## src/hdl/cme_pkg.sv

```systemverilog
// Shared constants, types and helpers of the cell motion energy block.
package cme_pkg;

   localparam int GRID_W    = 16;
   localparam int GRID_H    = 12;
   localparam int CELL_SIDE = 8;
   localparam int MAX_DIM   = 4096;

   localparam int LW     = GRID_W * CELL_SIDE;
   localparam int LH     = GRID_H * CELL_SIDE;
   localparam int NCELLS = GRID_W * GRID_H;
   localparam int AREA   = CELL_SIDE * CELL_SIDE;

   localparam int CH_W      = 8;
   localparam int DIM_W     = 13;
   localparam int POS_W     = 12;
   localparam int ACC_W     = 12;
   localparam int CX_W      = $clog2(LW);
   localparam int CY_W      = $clog2(LH + 1);
   localparam int CSUB_W    = $clog2(CELL_SIDE);
   localparam int CELL_W    = $clog2(GRID_W);
   localparam int IDX_W     = 8;
   localparam int LUMA_W    = 16;
   localparam int EN_W      = 16;
   localparam int SUM_W     = 28;
   localparam int CNT_W     = 11;
   localparam int BE_W      = 22;
   localparam int FSUM_W    = 24;
   localparam int DIVN_W    = 28;
   localparam int STEP_W    = $clog2(DIVN_W + 1);
   localparam int PREV_AW   = $clog2(LW * LH);
   localparam int CSR_IDX_W = 2;

   // The frame mean divides by NCELLS = 3 << FMEAN_SH: a shift, then a multiplication
   // by the reciprocal of three, exact for every shifted sum of FHI_W bits.
   localparam int FMEAN_SH    = 6;
   localparam int FHI_W       = FSUM_W - FMEAN_SH;
   localparam int FPROD_W     = 2 * FHI_W;
   localparam int THIRD_SHIFT = 19;
   localparam logic [FHI_W-1:0] THIRD_RECIP = 18'd174763;

   localparam logic [LUMA_W-1:0] W_RED   = 16'd77;
   localparam logic [LUMA_W-1:0] W_GREEN = 16'd150;
   localparam logic [LUMA_W-1:0] W_BLUE  = 16'd29;

   localparam logic [DIM_W-1:0] RESET_WIDTH  = 13'd640;
   localparam logic [DIM_W-1:0] RESET_HEIGHT = 13'd448;

   localparam logic [CSR_IDX_W-1:0] REG_FRAME_WIDTH  = 2'd0;
   localparam logic [CSR_IDX_W-1:0] REG_FRAME_HEIGHT = 2'd1;

   localparam logic KIND_CELL  = 1'b0;
   localparam logic KIND_FRAME = 1'b1;

   typedef struct packed {
      logic accept;
      logic acc_write;
      logic x_step;
      logic y_step;
      logic fin_read;
      logic div_row_start;
      logic fin_write;
      logic band_read;
      logic band_commit;
      logic frame_load;
      logic row_commit;
   } cme_cmd_type;

   typedef struct packed {
      logic row_end;
      logic last_row;
      logic x_fold_more;
      logic x_more;
      logic y_fold_more;
      logic y_more;
      logic fin_needed;
      logic cnt_zero;
      logic div_busy;
      logic div_done;
      logic col_last;
      logic band_end;
      logic g_last;
      logic emit_band;
      logic c_last;
      logic frame_out;
      logic out_free;
   } cme_stat_type;

   // A dimension of zero counts as one, and anything above the maximum is clipped.
   function automatic logic [DIM_W-1:0] eff_dim(input logic [DIM_W-1:0] v);
      logic [DIM_W-1:0] r;
      r = v;
      if (v == '0) r = DIM_W'(1);
      else if (v > DIM_W'(MAX_DIM)) r = DIM_W'(MAX_DIM);
      return r;
   endfunction

endpackage

```

## src/hdl/cme_ctrl.sv

```systemverilog
// Controller state machine that sequences pixel intake, row finishing and result output.
module cme_ctrl (
   input  logic                   clock,
   input  logic                   reset,
   input  logic                   req_valid,
   output logic                   req_stall,
   input  cme_pkg::cme_stat_type  stat,
   output cme_pkg::cme_cmd_type   cmd
);
   import cme_pkg::*;

   localparam logic [3:0] S_IDLE   = 4'd0;
   localparam logic [3:0] S_ACC    = 4'd1;
   localparam logic [3:0] S_XADV   = 4'd2;
   localparam logic [3:0] S_YADV   = 4'd3;
   localparam logic [3:0] S_ROWCHK = 4'd4;
   localparam logic [3:0] S_FRD    = 4'd5;
   localparam logic [3:0] S_FLAT   = 4'd6;
   localparam logic [3:0] S_FDIV   = 4'd7;
   localparam logic [3:0] S_FWR    = 4'd8;
   localparam logic [3:0] S_BRD    = 4'd9;
   localparam logic [3:0] S_BCALC  = 4'd10;
   localparam logic [3:0] S_END    = 4'd11;
   localparam logic [3:0] S_FOUT   = 4'd13;
   localparam logic [3:0] S_COMMIT = 4'd14;

   logic [3:0] state_ff, state_in;

   always_comb begin
      state_in  = state_ff;
      cmd       = '0;
      req_stall = 1'b1;
      case (state_ff)
         S_IDLE: begin
            req_stall = 1'b0;
            if (req_valid) begin
               cmd.accept = 1'b1;
               state_in   = S_ACC;
            end
         end
         S_ACC: begin
            cmd.acc_write = 1'b1;
            if (!stat.row_end) state_in = stat.x_fold_more ? S_XADV : S_IDLE;
            else if (stat.last_row) state_in = S_FRD;
            else state_in = stat.y_fold_more ? S_YADV : S_ROWCHK;
         end
         S_XADV: begin
            if (stat.x_more) cmd.x_step = 1'b1;
            else state_in = S_IDLE;
         end
         S_YADV: begin
            if (stat.y_more) cmd.y_step = 1'b1;
            else state_in = S_ROWCHK;
         end
         S_ROWCHK: begin
            state_in = stat.fin_needed ? S_FRD : S_COMMIT;
         end
         S_FRD: begin
            cmd.fin_read = 1'b1;
            state_in     = S_FLAT;
         end
         S_FLAT: begin
            if (stat.cnt_zero) begin
               state_in = S_FWR;
            end else begin
               cmd.div_row_start = 1'b1;
               state_in          = S_FDIV;
            end
         end
         S_FDIV: begin
            if (stat.div_done) state_in = S_FWR;
         end
         S_FWR: begin
            cmd.fin_write = 1'b1;
            if (!stat.col_last) state_in = S_FRD;
            else if (stat.band_end) state_in = S_BRD;
            else state_in = stat.g_last ? S_END : S_FRD;
         end
         S_BRD: begin
            cmd.band_read = 1'b1;
            state_in      = S_BCALC;
         end
         S_BCALC: begin
            if (!stat.emit_band || stat.out_free) begin
               cmd.band_commit = 1'b1;
               if (!stat.c_last) state_in = S_BRD;
               else state_in = stat.g_last ? S_END : S_FRD;
            end
         end
         S_END: begin
            state_in = stat.frame_out ? S_FOUT : S_COMMIT;
         end
         S_FOUT: begin
            if (stat.out_free) begin
               cmd.frame_load = 1'b1;
               state_in       = S_COMMIT;
            end
         end
         S_COMMIT: begin
            cmd.row_commit = 1'b1;
            state_in       = S_IDLE;
         end
         default: begin
            state_in = S_IDLE;
         end
      endcase
   end

   always_ff @(posedge clock) begin
      if (reset) begin
         state_ff <= S_IDLE;
      end else begin
         state_ff <= state_in;
      end
   end

endmodule

```

## config.mk

```make
export PLATFORM = sky130hd
export DESIGN_NAME = cme_ctrl
export DESIGN_NICKNAME = d
export VERILOG_FILES = /design/src/hdl/cme_pkg.sv /design/src/hdl/cme_ctrl.sv
export SDC_FILE = /design/constraint.sdc
export NUM_CORES = 1
export LEC_CHECK = 0
export BUFFER_PORTS_ARGS = -buffer_cell sky130_fd_sc_hd__clkbuf_2
export CORE_AREA = 4 4 43 45
export CTS_CLUSTER_DIAMETER = 60
export DETAILED_ROUTE_END_ITERATION = 8
export DIE_AREA = 0 0 47 49
export PLACE_DENSITY = 0.8
export SYNTH_ARGS = -nofsm -noshare
export SYNTH_HDL_FRONTEND = slang
export SYNTH_SLANG_ARGS = --single-unit
export TNS_END_PERCENT = 30
```

## constraint.sdc

```tcl
create_clock -name clock -period 3.2 [get_ports clock]
set_input_delay 0.64 -clock clock [delete_from_list [all_inputs] [get_ports clock]]
set_output_delay 0.64 -clock clock [all_outputs]
set_load 0.005 [all_outputs]
```

# Word-level counts from Yosys, hierarchy flattened
# Cells that the tools add are included.
# totals
register_bits	4
inputBits	20
output_inout_bits	12
elab_cells	60
# op_classes
n_eq_ne	19
muxes	36
n_reduce_logical	4
# ops
cell	count
4-bit two-way mux	13
4-bit one-hot mux with 13 select lines	1
4-bit == test, second input constant	6
1-bit two-way mux	18
4-bit by 3-bit == test with 1-bit output, second input constant	4
2-bit inequality test, second input constant	6
4-bit by 2-bit == test with 1-bit output, second input constant	2
3-bit two-way mux	2
6-bit AND reduction	1
4-bit by 1-bit == test with 1-bit output, second input constant	1
4-bit logical NOT	1
2-bit two-way mux	2
1-bit logical NOT	1
1-bit logical OR	1

# Depth between registers and ports, before layout
# Gate-level depths: netlist of run 1.
# depth
depth_word	4
depth_mapped	6
depth_no_buf	4

# Worst setup path before layout of run 1
# OpenSTA, ideal clock, no wires.
# synth_path
path_type	reg-to-output
startpoint	reg state_ff[3]
endpoint	out cmd[1] (netlist name)
arrival_ns	1.138
t_required_ns	2.560
path_slack_ns	1.422
path_stages_with_launch	5
path_buffers	2
path_cell_list	dfxtp_1 buf_2 buf_2 inv_1 nor4b_1
# synth_rtl
element	line_no	text
from (decl)	cme_ctrl.sv:27	logic [3:0] state_ff, state_in;
from (signal assigned)	cme_ctrl.sv:113	state_ff <= state_in;
to (decl)	cme_ctrl.sv:8	output cme_pkg::cme_cmd_type cmd

==> results of run 1 <==
[stage by stage]
| step | instance area, um^2 | std cells |
|---|---|---|
| global placement | 815 | 124 |
| global route | 837 | 127 |
| CTS | 837 | 127 |
| finish | 837 | 127 |
| floorplan | 693 | 85 |
| detailed placement | 815 | 124 |
[Yosys cell counts (all sizes together) (2+ instances only)]
library cell,n
nand2b,5
nand4b,2
a32o,2
dfxtp,4
a21oi,3
a211o,2
o21a,3
and3b,2
o21ai,5
a32oi,2
nand2,3
inv,3
buf,7
nor3,3
nor2,3
and3,3
a2111oi,2
nor4b,4
nor2b,8
[kinds of logic (layout without fill, tap and decap cells)]
kind of cell / after synthesis / in the layout / synth area share
buffers and inverters: 10 / 36 / 0.0866
DFF: 4 / 4 / 0.116
and+or+nand+nor: 41 / 41 / 0.446
muxes: 1 / 1 / 0.0217
AOI/OAI and AO/OA: 29 / 29 / 0.330
[area by class of cell]
class                      count  area, um^2  area share
clock buffer                   3        22.5      0.0269
inverter                       3        11.3      0.0135
multi-input combinational     71         553       0.661
sequential                     4        80.1      0.0957
tap                           16        20.0      0.0239
timing repair buffer          30         150       0.179
[worst register-to-register path, delay by kind of cell (launching register included)]
kind               cells  cell delay [ns]
muxes                  1             0.32
and+or+nand+nor        2             0.38
DFF                    1             0.85
AOI/OAI and AO/OA      1             0.34
[routing by layer]
metal	routed length, um	track usage
met1	847	0.241
met3	154	0.0258
met2	761	0.222
met5	0	0
met4	0	0.0138
[report_power, final]
group / leakage (nW) / total [mW] / internal [mW] / switching, mW
registers: 0.0329 / 0.189 / 0.0716 / 0.117
logic: 0.315 / 0.355 / 0.201 / 0.154
clock network: 0.0138 / 0.0597 / 0.0418 / 0.0179
total: 0.362 / 0.604 / 0.314 / 0.289
[worst max path at each step]
stage | startpoint | to | slack, ns
after floorplan | state_ff[3] | cmd[1] | 1.42
after global placement | state_ff[3] | cmd[2] | 1.03
after detailed placement | state_ff[3] | cmd[2] | 1.03
after CTS | state_ff[3] | cmd[2] | 0.79
after global routing | state_ff[3] | cmd[2] | 0.61
final | state_ff[3] | cmd[2] | 0.78
==> flow_results.xml, run 1 <==
<?xml version="1.0" encoding="UTF-8"?>
<metrics>
  <group name="worst_setup_path">
    <metric name="timing.critical_path.required" unit="ns">2.56</metric>
    <metric name="crit_path_cell_chain" unit="">nor4bb_2 -&gt; nor2b_1 -&gt; clkbuf_2</metric>
    <metric name="critical_path.endpoint_type" unit="">output port</metric>
    <metric name="reg2reg_from" unit="">state_ff[2]</metric>
    <metric name="reg2reg_depth" unit="">4</metric>
    <metric name="worst-setup-path-type" unit="">reg2out</metric>
    <metric name="rrSetupSlack" unit="ns">1.19</metric>
    <metric name="cp.depth" unit="">3</metric>
    <metric name="crit_fanout" unit="">23</metric>
    <metric name="worst_setup_path_start_kind" unit="">flop</metric>
    <metric name="crit_slowest_cell" unit="">dfxtp_1</metric>
    <metric name="critical_path_buf_inv_count" unit="">1</metric>
    <metric name="cp_data_arrival_time" unit="ns">1.78</metric>
    <metric name="critical-path-top-delay-family" unit="">flip-flops</metric>
    <metric name="cpPeakStageDelay" unit="ns">0.76</metric>
    <metric name="rr_endpoint" unit="">state_ff[0]</metric>
  </group>
  <group name="detailed_routing">
    <metric name="ant_nets" unit="">0</metric>
    <metric name="num_vias" unit="">748</metric>
    <metric name="routed_via_density" unit="">5.89</metric>
    <metric name="wl_per_cell" unit="um">13.9</metric>
    <metric name="drc" unit="">0</metric>
    <metric name="dr.pass1.iters" unit="">4</metric>
    <metric name="detailedRoute.firstIterationViolations" unit="">16</metric>
    <metric name="wirelength" unit="um">1760</metric>
  </group>
  <group name="sta">
    <metric name="final_setup_tns" unit="ns">0</metric>
    <metric name="slew_headroom" unit="">0.448</metric>
    <metric name="setup_slack" unit="ns">0.779</metric>
    <metric name="worst-slew-pin-transition" unit="ns">0.826</metric>
    <metric name="grt_setup_unrepaired" unit="">false</metric>
    <metric name="holdWs" unit="ns">0.684</metric>
    <metric name="final.min_clock_period" unit="ns">2.42</metric>
    <metric name="fin_skew" unit="ns">0.00234</metric>
    <metric name="final_max_slew_viol_count" unit="">0</metric>
    <metric name="final_hold_viol_count" unit="">0</metric>
    <metric name="fmax" unit="MHz">413</metric>
    <metric name="setup_violations" unit="">0</metric>
    <metric name="period_share" unit="">0.757</metric>
  </group>
  <group name="hold_path">
    <metric name="worstHoldStart" unit="">reset</metric>
    <metric name="hold-path-cell-count" unit="">2</metric>
    <metric name="min-delay-path-class" unit="">in2reg</metric>
    <metric name="hold_path_end" unit="">state_ff[3]</metric>
  </group>
  <group name="power_and_ir_drop">
    <metric name="cellLeakagePower" unit="nW">0.362</metric>
    <metric name="power.density_cell_area" unit="nW/um^2">721</metric>
    <metric name="sum_of_internal_switching_and_leakage_power" unit="uW">604</metric>
    <metric name="ir_drop" unit="uV">391</metric>
  </group>
  <group name="layout">
    <metric name="layout.cells.most_common" unit="">clkbuf_2</metric>
    <metric name="post_route_cells_drive_above_1_share" unit="">0.396</metric>
    <metric name="max_reg_flops" unit="">4</metric>
    <metric name="finish.net_count" unit="">133</metric>
    <metric name="layout.core_utilization" unit="">0.569</metric>
    <metric name="reg_top3" unit="">state_ff: 4 flops</metric>
    <metric name="layout_common_cells" unit="">30 x clkbuf_2, 8 x nor2b_1, 5 x o21ai_0</metric>
    <metric name="count_of_filler_cells_inserted_in_the_layout" unit="">150</metric>
    <metric name="area_growth_syn_to_layout" unit="%">20.8</metric>
    <metric name="top_register" unit="">state_ff</metric>
    <metric name="num_antenna_cells" unit="">0</metric>
  </group>
  <group name="floorplan">
    <metric name="chipHeight" unit="um">49</metric>
    <metric name="die-area" unit="um^2">2300</metric>
    <metric name="placement_rows" unit="">14</metric>
    <metric name="floorplan.initialDensity" unit="">0.471</metric>
    <metric name="design.portCount" unit="">32</metric>
    <metric name="core_region_area" unit="um^2">1470</metric>
    <metric name="floorplan.die.width" unit="um">47</metric>
  </group>
  <group name="grt">
    <metric name="grt_pass1_vias" unit="">647</metric>
    <metric name="grt_pass1_wl" unit="um">2810</metric>
    <metric name="grtUsageTotal" unit="">0.153</metric>
    <metric name="antenna_found_initial" unit="">0</metric>
    <metric name="grt_start_max_net_pins" unit="">24</metric>
    <metric name="gr-total-overflow" unit="">0</metric>
  </group>
  <group name="synthesis">
    <metric name="yosysWarningCount" unit="">0</metric>
    <metric name="synth_largest_type_area_fraction" unit="">0.116</metric>
    <metric name="synth_edf_count" unit="">0</metric>
    <metric name="syn_area_per_cell" unit="um^2">8.15</metric>
    <metric name="synthesis.area" unit="um^2">693</metric>
    <metric name="synthDistinctLibCells" unit="">47</metric>
    <metric name="postSynth.asyncResetShare" unit="">0</metric>
    <metric name="yosys_most_used_dff" unit="">dfxtp_1</metric>
    <metric name="synth.largest_area_cell" unit="">dfxtp_1</metric>
    <metric name="synth-seq-cells" unit="">4</metric>
    <metric name="synth.top_cells.by_area" unit="">dfxtp_1 12%, nor2b_1 7.2%, nor4b_2 4.3%, nand2b_1 3.6%, o21ai_0 3.6%</metric>
    <metric name="synth_nets" unit="">105</metric>
    <metric name="gate_count_of_the_mapped_netlist" unit="">85</metric>
    <metric name="ys_seq_area_frac" unit="">0.116</metric>
  </group>
  <group name="clock_tree">
    <metric name="total_number_of_clock_tree_sinks" unit="">4</metric>
    <metric name="cts_inserted_buffers" unit="">3</metric>
    <metric name="clock_latency" unit="ns">0.23</metric>
    <metric name="cts_tree" unit="">built</metric>
    <metric name="cts_hold_buffers" unit="">0</metric>
    <metric name="cts.path.max_buffers" unit="">2</metric>
    <metric name="htree_num_levels" unit="">1</metric>
    <metric name="cts_repair_resize_count" unit="">0</metric>
    <metric name="postCtsSetupBuffers" unit="">0</metric>
    <metric name="clock_pin_slew_reported_for_the_worst_setup_and_hold_paths_after_clock_tree_synthesis" unit="ns">0.04</metric>
    <metric name="cts_root_buf" unit="">clkbuf_4</metric>
  </group>
  <group name="place">
    <metric name="count_of_port_buffers_added_during_placement" unit="">30</metric>
    <metric name="dp_worst_setup_slack" unit="ns">1.03</metric>
    <metric name="gpl_wtd_cong" unit="">0.836</metric>
    <metric name="dpl_wire_length" unit="um">1340</metric>
  </group>
  <group name="run">
    <metric name="max-cap-violations" unit="">0</metric>
  </group>
  <group name="status">
    <metric name="status" unit="">finished, final reports clean</metric>
  </group>
</metrics>
(Power assumes the default switching activity.)
==> run 2, diff against run 1 <==
--- a/config.mk
+++ b/config.mk
@@ -6,11 +6,11 @@
 export NUM_CORES = 1
 export LEC_CHECK = 0
 export BUFFER_PORTS_ARGS = -buffer_cell sky130_fd_sc_hd__clkbuf_2
-export CORE_AREA = 4 4 43 45
+export CORE_AREA = 4 4 45 47
 export CTS_CLUSTER_DIAMETER = 60
 export DETAILED_ROUTE_END_ITERATION = 8
-export DIE_AREA = 0 0 47 49
-export PLACE_DENSITY = 0.8
+export DIE_AREA = 0 0 49 51
+export PLACE_DENSITY = 0.73
 export SYNTH_ARGS = -nofsm -noshare
 export SYNTH_HDL_FRONTEND = slang
 export SYNTH_SLANG_ARGS = --single-unit
==> constraint.sdc (replaced) <==
create_clock -name clock -period 2.4 [get_ports clock]
set_input_delay 0.48 -clock clock [delete_from_list [all_inputs] [get_ports clock]]
set_output_delay 0.48 -clock clock [all_outputs]
set_load 0.005 [all_outputs]
==> flow_results.xml, run 2 (synthesis results as in run 1) <==
<?xml version="1.0" encoding="UTF-8"?>
<metrics>
  <group name="worst_setup_path">
    <metric name="critical_path_buf_inv_count" unit="">1</metric>
    <metric name="rrSetupSlack" unit="ns">0.59</metric>
    <metric name="crit_fanout" unit="">20</metric>
    <metric name="cp_data_arrival_time" unit="ns">1.69</metric>
    <metric name="critical-path-top-delay-family" unit="">flip-flops</metric>
    <metric name="timing.critical_path.required" unit="ns">1.92</metric>
    <metric name="crit_slowest_cell" unit="">dfxtp_1</metric>
    <metric name="reg2reg_from" unit="">state_ff[0]</metric>
    <metric name="worst-setup-path-type" unit="">reg2out</metric>
    <metric name="rr_endpoint" unit="">state_ff[2]</metric>
    <metric name="critical_path.endpoint_type" unit="">output port</metric>
    <metric name="reg2reg_depth" unit="">4</metric>
    <metric name="worst_setup_path_start_kind" unit="">flop</metric>
    <metric name="crit_path_cell_chain" unit="">nand2_1 -&gt; nor4b_1 -&gt; clkbuf_2</metric>
    <metric name="cpPeakStageDelay" unit="ns">0.73</metric>
  </group>
  <group name="sta">
    <metric name="holdWs" unit="ns">0.493</metric>
    <metric name="worst-slew-pin-transition" unit="ns">0.661</metric>
    <metric name="final_setup_tns" unit="ns">0</metric>
    <metric name="final_max_slew_viol_count" unit="">0</metric>
    <metric name="fin_skew" unit="ns">0.00420</metric>
    <metric name="final.min_clock_period" unit="ns">2.17</metric>
    <metric name="fmax" unit="MHz">462</metric>
    <metric name="slew_headroom" unit="">0.558</metric>
    <metric name="period_share" unit="">0.903</metric>
    <metric name="grt_setup_unrepaired" unit="">false</metric>
    <metric name="setup_violations" unit="">0</metric>
    <metric name="final_hold_viol_count" unit="">0</metric>
  </group>
  <group name="place">
    <metric name="gpl_wtd_cong" unit="">0.801</metric>
    <metric name="count_of_port_buffers_added_during_placement" unit="">30</metric>
    <metric name="dpl_wire_length" unit="um">1420</metric>
  </group>
  <group name="floorplan">
    <metric name="core_region_area" unit="um^2">1650</metric>
    <metric name="chipHeight" unit="um">51</metric>
    <metric name="design.portCount" unit="">32</metric>
    <metric name="floorplan.initialDensity" unit="">0.420</metric>
    <metric name="placement_rows" unit="">15</metric>
    <metric name="floorplan.die.width" unit="um">49</metric>
    <metric name="die-area" unit="um^2">2500</metric>
  </group>
  <group name="layout">
    <metric name="layout.cells.most_common" unit="">clkbuf_2</metric>
    <metric name="top_register" unit="">state_ff</metric>
    <metric name="finish.net_count" unit="">136</metric>
    <metric name="num_antenna_cells" unit="">0</metric>
    <metric name="post_route_cells_drive_above_1_share" unit="">0.412</metric>
    <metric name="reg_top3" unit="">state_ff: 4 flops</metric>
    <metric name="max_reg_flops" unit="">4</metric>
    <metric name="layout_common_cells" unit="">30 x clkbuf_2, 8 x nor2b_1, 5 x o21ai_0</metric>
    <metric name="area_growth_syn_to_layout" unit="%">24.2</metric>
  </group>
  <group name="hold_path">
    <metric name="worstHoldStart" unit="">reset</metric>
    <metric name="hold_path_end" unit="">state_ff[3]</metric>
    <metric name="hold-path-cell-count" unit="">2</metric>
    <metric name="min-delay-path-class" unit="">in2reg</metric>
  </group>
  <group name="clock_tree">
    <metric name="postCtsSetupBuffers" unit="">0</metric>
    <metric name="total_number_of_clock_tree_sinks" unit="">4</metric>
    <metric name="cts.path.max_buffers" unit="">2</metric>
    <metric name="cts_inserted_buffers" unit="">3</metric>
    <metric name="cts_root_buf" unit="">clkbuf_4</metric>
    <metric name="clock_latency" unit="ns">0.23</metric>
    <metric name="cts_hold_buffers" unit="">0</metric>
    <metric name="htree_num_levels" unit="">1</metric>
    <metric name="cts_tree" unit="">built</metric>
    <metric name="cts_repair_resize_count" unit="">0</metric>
    <metric name="clock_pin_slew_reported_for_the_worst_setup_and_hold_paths_after_clock_tree_synthesis" unit="ns">0.04</metric>
  </group>
  <group name="detailed_routing">
    <metric name="ant_nets" unit="">0</metric>
    <metric name="met2_wirelength" unit="um">816</metric>
    <metric name="routed_via_density" unit="">5.92</metric>
    <metric name="wirelength" unit="um">1790</metric>
    <metric name="dr.pass1.iters" unit="">4</metric>
    <metric name="route.met3.wl" unit="um">139</metric>
    <metric name="wl_per_cell" unit="um">13.6</metric>
    <metric name="drc" unit="">0</metric>
    <metric name="topRoutingLayerUsed" unit="">met4</metric>
    <metric name="num_vias" unit="">775</metric>
    <metric name="detailedRoute.firstIterationViolations" unit="">12</metric>
    <metric name="met1_length" unit="um">798</metric>
  </group>
  <group name="power_and_ir_drop">
    <metric name="power.density_cell_area" unit="nW/um^2">966</metric>
    <metric name="ir_drop" unit="uV">396</metric>
    <metric name="cellLeakagePower" unit="nW">0.378</metric>
  </group>
  <group name="status">
    <metric name="status" unit="">finished, final reports clean</metric>
  </group>
  <group name="grt">
    <metric name="grt_start_max_net_pins" unit="">21</metric>
    <metric name="gr-total-overflow" unit="">0</metric>
    <metric name="grt_pass1_wl" unit="um">3050</metric>
    <metric name="grtUsageTotal" unit="">0.149</metric>
    <metric name="grt_pass1_vias" unit="">707</metric>
    <metric name="antenna_found_initial" unit="">0</metric>
  </group>
  <group name="run">
    <metric name="max-cap-violations" unit="">0</metric>
  </group>
</metrics>
run 2: cell count changes in the layout (fill, tap and decap cells not counted), sizes merged:
cell  change
buf       +3
run 2: how the worst max path moves through the flow:
stage                      from  endpoint  slack (ns)  cells past startpoint
floorplan           state_ff[3]    cmd[1]        0.78                      4
global placement    state_ff[0]    cmd[1]        0.53                      3
detailed placement  state_ff[0]    cmd[1]        0.47                      3
CTS                 state_ff[0]    cmd[1]        0.23                      3
global route        state_ff[0]    cmd[1]        0.05                      3
finish              state_ff[0]    cmd[1]        0.23                      3
run 2: routing by layer:
metal,track usage,vias to the layer above
met5,0,-
met4,0.0628,0
met3,0.0175,4
met2,0.237,36
met1,0.201,341
li1,-,394
run 2: worst reg2reg max path, delay by kind of cell, from the launching register on:
kind	cells	cell delay (ns)
compound gates	3	0.77
flops	1	0.73
simple gates	1	0.26
run 2: cell type report:
cell class / instances / area, um^2
flip-flops and latches: 4 / 80.1
multi-input cells: 71 / 553
repair buffers: 33 / 173
well taps: 17 / 21.3
inverters: 3 / 11.3
clock buffers: 3 / 22.5
fillers: 164 / 791
run 2: power by group:
group	total (mW)	leakage [nW]	internal, mW	switching (mW)
clock	0.0814	0.0138	0.0558	0.0256
sequential	0.201	0.0329	0.0956	0.105
combinational	0.550	0.331	0.291	0.258
run 2: through the flow:
stage	power (mW)	setup WS, ns	area, um^2	std cells	utilization
after floorplan	0.629	0.782	693	85	-
after global placement	0.744	0.530	838	128	0.508
after detailed placement	0.753	0.473	838	128	0.508
after CTS	0.839	0.227	861	131	0.521
after global routing	0.907	0.0537	861	131	0.521
final	0.832	0.233	861	131	0.521
